==> src/hdl/ihtab_pkg.sv <==
// ----------------------------------------------------------------------------
// ihtab_pkg
// Shared types and constants for the id to handle table.
// ----------------------------------------------------------------------------
package ihtab_pkg;

	localparam int TABLE_ENTRIES_DEF = 64;

	localparam int IDENT_W = 64;
	localparam int HANDLE_W = 32;
	localparam int KEY_W = 24;
	localparam int COUNT_OUT_W = 7;
	localparam int ENTRY_W = KEY_W + IDENT_W;

	localparam logic [7:0] HANDLE_TOP = 8'd10;
	localparam logic [7:0] BYTE_MASK = 8'hFF;

	localparam logic REQ_REGISTER = 1'b0;
	localparam logic REQ_LOOKUP = 1'b1;

	typedef struct packed {
		logic req_type;
		logic [IDENT_W-1:0] ident;
		logic [HANDLE_W-1:0] lookup_handle;
	} req_t;

	typedef struct packed {
		logic [HANDLE_W-1:0] derived_handle;
		logic [IDENT_W-1:0] found_ident;
		logic found;
		logic collision;
		logic table_full;
		logic [COUNT_OUT_W-1:0] entry_count;
	} rsp_t;

	typedef enum logic [2:0] {
		ST_IDLE,
		ST_CHECK,
		ST_SCAN,
		ST_INSERT,
		ST_DONE
	} state_t;

	typedef struct packed {
		logic load_req;
		logic scan;
		logic insert;
		logic load_out;
	} cmd_t;

	typedef struct packed {
		logic searchable;
		logic empty;
		logic hit;
		logic last_miss;
		logic out_free;
	} status_t;

	// handle bytes: 10, id[23:16], id[15:8], low byte with 0 and 0xFF mapped to 1
	function automatic logic [HANDLE_W-1:0] derive_handle(input logic [IDENT_W-1:0] id);
		logic [7:0] lo;
		lo = id[7:0];
		if (lo == 8'd0 || lo == BYTE_MASK) begin
			lo = 8'd1;
		end
		if (id == '0) begin
			return '0;
		end
		return {HANDLE_TOP, id[23:16], id[15:8], lo};
	endfunction

endpackage

==> src/hdl/ihtab_ctrl.sv <==
// ----------------------------------------------------------------------------
// ihtab_ctrl
// Sequencer: takes a request, runs the table scan, the insert and the result load.
// ----------------------------------------------------------------------------
module ihtab_ctrl (
	input  logic               clk,
	input  logic               arst_n,
	input  logic               req_valid,
	output logic               req_stall,
	input  ihtab_pkg::status_t st,
	output ihtab_pkg::cmd_t    cmd
);
	ihtab_pkg::state_t state_q, state_d;

	always_ff @(posedge clk or negedge arst_n) begin
		if (!arst_n) begin
			state_q <= ihtab_pkg::ST_IDLE;
		end else begin
			state_q <= state_d;
		end
	end

	always_comb begin
		state_d = state_q;
		case (state_q)
			ihtab_pkg::ST_IDLE: begin
				if (req_valid) begin
					state_d = ihtab_pkg::ST_CHECK;
				end
			end
			ihtab_pkg::ST_CHECK: begin
				if (!st.searchable) begin
					state_d = ihtab_pkg::ST_DONE;
				end else if (st.empty) begin
					state_d = ihtab_pkg::ST_INSERT;
				end else begin
					state_d = ihtab_pkg::ST_SCAN;
				end
			end
			ihtab_pkg::ST_SCAN: begin
				if (st.hit) begin
					state_d = ihtab_pkg::ST_DONE;
				end else if (st.last_miss) begin
					state_d = ihtab_pkg::ST_INSERT;
				end
			end
			ihtab_pkg::ST_INSERT: begin
				state_d = ihtab_pkg::ST_DONE;
			end
			ihtab_pkg::ST_DONE: begin
				if (st.out_free) begin
					state_d = ihtab_pkg::ST_IDLE;
				end
			end
			default: begin
				state_d = ihtab_pkg::ST_IDLE;
			end
		endcase
	end

	always_comb begin
		cmd = '0;
		req_stall = 1'b1;
		case (state_q)
			ihtab_pkg::ST_IDLE: begin
				req_stall = 1'b0;
				cmd.load_req = req_valid;
			end
			ihtab_pkg::ST_SCAN: begin
				cmd.scan = 1'b1;
			end
			ihtab_pkg::ST_INSERT: begin
				cmd.insert = 1'b1;
			end
			ihtab_pkg::ST_DONE: begin
				cmd.load_out = st.out_free;
			end
			default: begin
				cmd = '0;
			end
		endcase
	end

	// only one datapath command at a time
	a_cmd_onehot: assert property (@(posedge clk) disable iff (!arst_n)
		$onehot0(cmd))
		else $error("ihtab_ctrl: more than one command");

	// a scan only starts on a non-empty table with a searchable key
	a_scan_entry: assert property (@(posedge clk) disable iff (!arst_n)
		(state_q == ihtab_pkg::ST_CHECK && state_d == ihtab_pkg::ST_SCAN)
			|-> (st.searchable && !st.empty))
		else $error("ihtab_ctrl: scan started without need");

	// a request is only taken when the result of the previous one was loaded
	a_load_then_idle: assert property (@(posedge clk) disable iff (!arst_n)
		cmd.load_req |-> $past(state_q) == ihtab_pkg::ST_DONE || $past(state_q) == ihtab_pkg::ST_IDLE)
		else $error("ihtab_ctrl: request taken mid-item");

endmodule

==> config.mk <==
export PLATFORM = sky130hd
export DESIGN_NAME = ihtab_ctrl
export DESIGN_NICKNAME = d
export VERILOG_FILES = /design/src/hdl/ihtab_pkg.sv /design/src/hdl/ihtab_ctrl.sv
export SDC_FILE = /design/constraint.sdc
export NUM_CORES = 1
export LEC_CHECK = 0
export ABC_AREA = 1
export BUFFER_PORTS_ARGS = -buffer_cell sky130_fd_sc_hd__buf_4
export CAP_MARGIN = 20
export CORE_AREA = 2 2 39 41
export DETAILED_ROUTE_END_ITERATION = 12
export DIE_AREA = 0 0 41 43
export PLACE_DENSITY = 0.45
export SYNTH_ARGS = -nofsm -noshare
export SYNTH_HDL_FRONTEND = slang
export SYNTH_SLANG_ARGS = --single-unit
==> constraint.sdc <==
create_clock -name clk -period 1.07 [get_ports clk]
set_clock_uncertainty 0.2 [all_clocks]
set_input_delay 0 -clock clk [delete_from_list [all_inputs] [get_ports clk]]
set_output_delay 0 -clock clk [all_outputs]
set_load 0.02 [all_outputs]
==> qor.yml, run 1 <==
run_status:
  status: "complete, but fails checks"
  violations: "hold timing, setup timing"
timing:
  finalWorstSetupSlack_ps: -238.9
  period_share: 1.223
  final-setup-viol-count: 8
  hold_ws_ps: -15.52
  relSlewSlack: 0.8719
  rsz0062_at_grt: "true"
  fin_crit_ps: 1309
  clock.fmax_mhz: 764.0
  finalMaxSlewViolations: 0
  hold_violations: 2
  max_slew.worst_pin.slew_ps: 192.2
finish:
  syn_to_final_growth_pct: 155.3
  n_antenna_cell: 0
  reg_top3: "state_q (3)"
  final_cell_mix: "12 x buf_4, 6 x dlygate4sd3_1, 6 x buf_6"
  final_common_cell: "buf_4"
  largest_register_ffs: 3
  drive_gt1_frac: 0.5645
  design_area_um2: 543.0
  top_register: "state_q"
  final_nets: 71
logic_synthesis:
  syn_area_um2: 212.7
  yosysWarnings: 0
  ys_seq_area_frac: 0.3529
  yosys_register_bits: 3
  mappedNetlistNets: 42
  synthesis.instances: 34
  synth.distinct_cells: 12
  avgSynthCellArea_um2: 6.256
power_and_ir_drop:
  p_seq_frac: 0.194
  p_switching_uw: 594.6
  power_density_mw_per_mm2: 2503
  switching_share: 0.4374
  p_leak_uw: 0.0002617
  vdd_drop_max_v: 0.0009234
  power.internal_uw: 764.8
  total_power_uw: 1359
  combPwrFrac: 0.662
  clkPwrFrac: 0.144
clocking:
  cts_tree: "built"
  root_buffer: "clkbuf_4"
  clk_pin_slew_ps: 40
  clock_latency_ps: 230
  cts.htree.levels: 1
  clockBufferDepth: 2
  clock-sinks: 3
  numCtsBuffers: 3
route:
  drt_wl_total_um: 692
  post_drt_via_cell_ratio: 4.013
  wl_per_cell_um: 8.872
  ant_nets: 0
  dr.pass1.iters: 3
  route.detailed.drc: 0
  drt-initial-drc-count: 6
  via_count: 313
placement:
  dp_hpwl_um: 466.4
  io_buffers: 12
  gp_congestion: 0.7934
  placed_area_um2: 367.9
  pre_cts_slack_ps: -92.35
grt:
  grt_overflow: 0
  grt_max_degree: 5
  grt_pass1_wl_mm: 1.173
  grt_pass1_vias: 321
  antenna_found_initial: 0
  grtUsageTotal: 0.1066
floorplanning:
  coreArea_mm2: 0.001384
  ios: 13
  chipHeight_um: 43
  std_cell_rows: 14
  die_w_um: 41
  die-area_mm2: 0.001763
  initial_core_util: 0.1537
worst_setup_path:
  critical_path_arrival_ps: 1110
  critical_path_class: "flop to primary output"
  critPathBufInv: 1
  crit_slowest_cell: "dfrtp_2"
  critPathCaptureType: "primary output"
  path_delay_family: "flip-flops"
  required_ps: 870
  crit_path_start_kind: "flop"
  cpPeakStageDelay_ps: 470
  cp_max_fo: 4
  path_common_cell: "nor2_4"
  cp_cell_sequence: "nor2_4 > nand2_4 > nor2_4 > buf_6"
flow_run:
  drv_cap: 0
min_path:
  hp-class: "input pin to flop"
==> power by group through the flow <==
stage | combinational (µW) | clock [µW] | sequential [µW]
3_5_place_dp | 589 | 0 | 273
3_3_place_gp | 592 | 0 | 274
5_1_grt | 972 | 223 | 272
4_1_cts | 852 | 207 | 257
6_report | 900 | 196 | 264
2_1_floorplan | 404 | 0 | 255
==> synth_stat cells (all sizes together) <==
master | number | area [µm²]
a21oi | 1 | 5.000
clkinv | 1 | 3.750
dfrtp | 3 | 75.07
inv | 6 | 22.52
nand2 | 6 | 27.52
nand3 | 5 | 25.02
nor2 | 9 | 33.78
nor4 | 1 | 6.260
o211ai | 1 | 7.510
o22ai | 1 | 6.260
==> logic make-up after synthesis <==
family	synth area share
AO/OA/AOI/OAI	0.08824
buffers and inverters	0.1235
flip-flops	0.3529
AND/OR/NAND/NOR	0.4353
==> worst paths after layout <==
kind / slack (ps) / end / startpoint / cells past startpoint
hold reg to reg: 480 / state_q[2] / state_q[2] / 4
hold / removal: -20 / state_q[2] / st[0] / 4
max in group asynchronous: 50 / state_q[0] / arst_n / 3
setup reg to reg: -190 / state_q[0] / state_q[1] / 5
min in group asynchronous: 450 / state_q[2] / arst_n / 3
setup / recovery: -240 / cmd[3] / state_q[1] / 4
==> per-stage QoR <==
| stage | TNS (ps) | cells | hold slack (ps) | utilization |
|---|---|---|---|---|
| 2_1_floorplan | -30.01 | 34 | -495.6 | - |
| 3_3_place_gp | -323.1 | 63 | -408.7 | 0.2658 |
| 3_5_place_dp | -276.1 | 63 | -407.4 | 0.2658 |
| 4_1_cts | -1415 | 78 | -37.71 | 0.3770 |
| 5_1_grt | -1910 | 78 | 15.00 | 0.3924 |
| 6_report | -1423 | 78 | -15.52 | 0.3924 |
==> area by class of cell <==
type                       count  area [µm²]
fill                         149       840.8
timing repair buffer          24       217.7
multi-input combinational     24       175.2
sequential                     3       77.57
clock buffer                   4       26.28
inverter                       7       26.28
tap                           16       20.02
==> metal layers <==
| layer | vias to the layer above | part of all wire | GRT usage | wire length [µm] |
|---|---|---|---|---|
| met5 | - | 0 | 0 | 0 |
| met4 | 0 | 0 | 0.08000 | 0 |
| met3 | 0 | 0.055 | 0.06283 | 38 |
| met2 | 11 | 0.54 | 0.1625 | 376 |
| met1 | 136 | 0.40 | 0.09709 | 277 |
| li1 | 166 | - | - | - |
==> repair_timing <==
item                                    4_1_cts  5_1_grt
resized for setup                             7        5
endpoints found under the setup margin        8        8
buffers inserted                              5        0
gates cloned                                  0        0
pin swaps                                     4        1
hold buffers                                  6        0
endpoints found under the hold margin         6        0
==> worst reg2reg max path: cells and delay by family, from the launching register on <==
kind,cells,cell delay [ps]
buf+inv,1,110
flops,1,470
simple gates,4,370
Note: power is estimated with default switching activity, not from simulation.
==> inputs of run 2 (changes only) <==
- PLACE_DENSITY: 0.45 -> 0.44
- SKIP_CTS_REPAIR_TIMING: default -> 1
- clock period: 1.07 -> 1.4 ns (I/O delays scaled with it)
==> run 2 against run 1 <==
  * The run ends with hold timing left
  * Wire length decreased by 9.5%
  * First-iteration DRC count fell by 67%
  * Clock power is 24% lower
  * Via count shrank 5.8%
  * Power down 46%
  * Design area down 23%
  * Worst hold slack got worse by 24 ps
==> qor.yml, run 2 (synthesis gave the netlist of run 1 again) <==
run_status:
  status: "complete, but fails checks"  # unchanged
  violations: "hold timing"  # was hold timing, setup timing
floorplanning:
  die_w_um: 41  # unchanged
  ios: 13  # unchanged
  chipHeight_um: 43  # unchanged
  coreArea_mm2: 0.001384  # unchanged
  std_cell_rows: 14  # unchanged
  die-area_mm2: 0.001763  # unchanged
  initial_core_util: 0.1537  # unchanged
route:
  drt-initial-drc-count: 2  # was 6
  drt_wl_total_um: 626  # was 692 µm
  ant_nets: 0  # unchanged
  wl_per_cell_um: 8.694  # was 8.872 µm
  via_count: 295  # was 313
  dr.pass1.iters: 4  # was 3
  route.detailed.drc: 0  # unchanged
  post_drt_via_cell_ratio: 4.097  # was 4.013
placement:
  gp_congestion: 0.7461  # was 0.7934
  post-place-cells: 62  # was 63
  io_buffers: 12  # unchanged
  dp_hpwl_um: 428.2  # was 466.4 µm
  placed_area_um2: 322.8  # was 367.9 µm²
power_and_ir_drop:
  p_leak_uw: 0.0002138  # was 0.0002617 µW
  power_density_mw_per_mm2: 1770  # was 2503 mW/mm²
  vdd_drop_max_v: 0.0005816  # was 0.0009234 V
clocking:
  root_buffer: "clkbuf_4"  # unchanged
  clock-sinks: 3  # unchanged
  clockBufferDepth: 2  # unchanged
  clock_latency_ps: 230  # about the same
  clk_pin_slew_ps: 40  # about the same
  cts.htree.levels: 1  # unchanged
  cts_tree: "built"  # unchanged
  numCtsBuffers: 3  # unchanged
finish:
  final_nets: 65  # was 71
  n_antenna_cell: 0  # unchanged
  final_cell_mix: "12 x buf_4, 8 x nor2_1, 6 x dlygate4sd3_1"  # was 12 x buf_4, 6 x dlygate4sd3_1, 6 x buf_6
  fin_cells: 72  # was 78
  syn_to_final_growth_pct: 96.47  # was 155.3%
  post-route-util: 0.3020  # was 0.3924
  final_common_cell: "buf_4"  # unchanged
  largest_register_ffs: 3  # unchanged
  drive_gt1_frac: 0.3571  # was 0.5645
  top_register: "state_q"  # unchanged
  reg_top3: "state_q (3)"  # unchanged
  design_area_um2: 417.9  # was 543.0 µm²
worst_setup_path:
  cp_cell_sequence: "nor4_1 > buf_4"  # was nor2_4 > nand2_4 > nor2_4 > buf_6
  crit_path_start_kind: "flop"  # unchanged
  reg2reg_depth: 5  # unchanged
  r2r_end: "state_q[0]"  # unchanged
  critPathCaptureType: "primary output"  # unchanged
  crit_slowest_cell: "dfrtp_2"  # unchanged
  reg2reg_from: "state_q[1]"  # unchanged
  r2r_setup_slack_ps: 210  # was -190 ps
  required_ps: 1200  # was 870 ps
  cp_max_fo: 6  # was 4
  critical_path_class: "flop to primary output"  # unchanged
  critical_path_arrival_ps: 1140  # was 1110 ps
  cpPeakStageDelay_ps: 450  # was 470 ps
grt:
  grt_overflow: 0  # unchanged
  grt_max_degree: 7  # was 5
  grtUsageTotal: 0.08744  # was 0.1066
  antenna_found_initial: 0  # unchanged
  grt_pass1_wl_mm: 1.007  # was 1.173 mm
  grt_pass1_vias: 260  # was 321
timing:
  final-setup-viol-count: 0  # was 8
  fin_crit_ps: 1343
  rsz0062_at_grt: "false"  # was true
  hold_violations: 1  # was 2
  period_share: 0.9592
  tns_ps: 0  # was -1423 ps
  max_slew.worst_pin.slew_ps: 227.2  # was 192.2 ps
  relSlewSlack: 0.8471  # was 0.8719
  clock.fmax_mhz: 744.7
  hold_ws_ps: -40.00  # was -15.52 ps
  finalMaxSlewViolations: 0  # unchanged
min_path:
  min_from: "st[3]"  # was st[0]
  hold_depth: 5  # was 4
  hp-class: "input pin to flop"  # unchanged
  hold_path_end: "state_q[0]"  # was state_q[2]
flow_run:
  drv_cap: 0  # unchanged
-- run 2: cell type report --
class                      count  area, µm²
fill                         153      965.9
timing repair buffer          18      150.1
multi-input combinational     24      118.9
sequential                     3      76.32
clock buffer                   4      26.28
inverter                       7      26.28
tap                           16      20.02
-- run 2: worst max-delay path, delay by kind of cell, from the launching register on --
family | cells | cell delay, ps
buf+inv | 1 | 190
flops | 1 | 450
simple gates | 1 | 280
-- run 2: how the worst max path moves through the flow --
stage / from / to / slack (ps)
2_1_floorplan: state_q[0] / cmd[0] / 70
3_3_place_gp: state_q[0] / state_q[0] / 230
3_5_place_dp: state_q[0] / state_q[0] / 220
4_1_cts: state_q[0] / cmd[3] / 20
5_1_grt: state_q[1] / cmd[3] / 6
6_report: state_q[0] / cmd[0] / 60
-- run 2: through the flow --
stage | hold WS (ps) | setup slack, ps | power [µW]
2_1_floorplan | -495.6 | 73.62 | 415.2
3_3_place_gp | -407.1 | 228.5 | 556.9
3_5_place_dp | -407.1 | 216.5 | 551.9
4_1_cts | -653.3 | 23.71 | 710.7
5_1_grt | 13.26 | 6.143 | 817.0
6_report | -40.00 | 57.16 | 739.6
-- run 2: layer usage --
metal / vias to the layer above / GRT usage / routed length, µm
met5: - / 0 / 0
met4: 0 / 0.04000 / 4
met3: 2 / 0.06283 / 64
met2: 12 / 0.1156 / 276
met1: 130 / 0.1032 / 281
li1: 151 / - / -
-- run 2: where the power goes --
part	total [µW]	switching (µW)	internal, µW	leakage [µW]
logic	401	229	171	0.000161
clock network	149	42.7	107	0.0000150
registers	190	61.9	128	0.0000375
total	740	334	406	0.000214
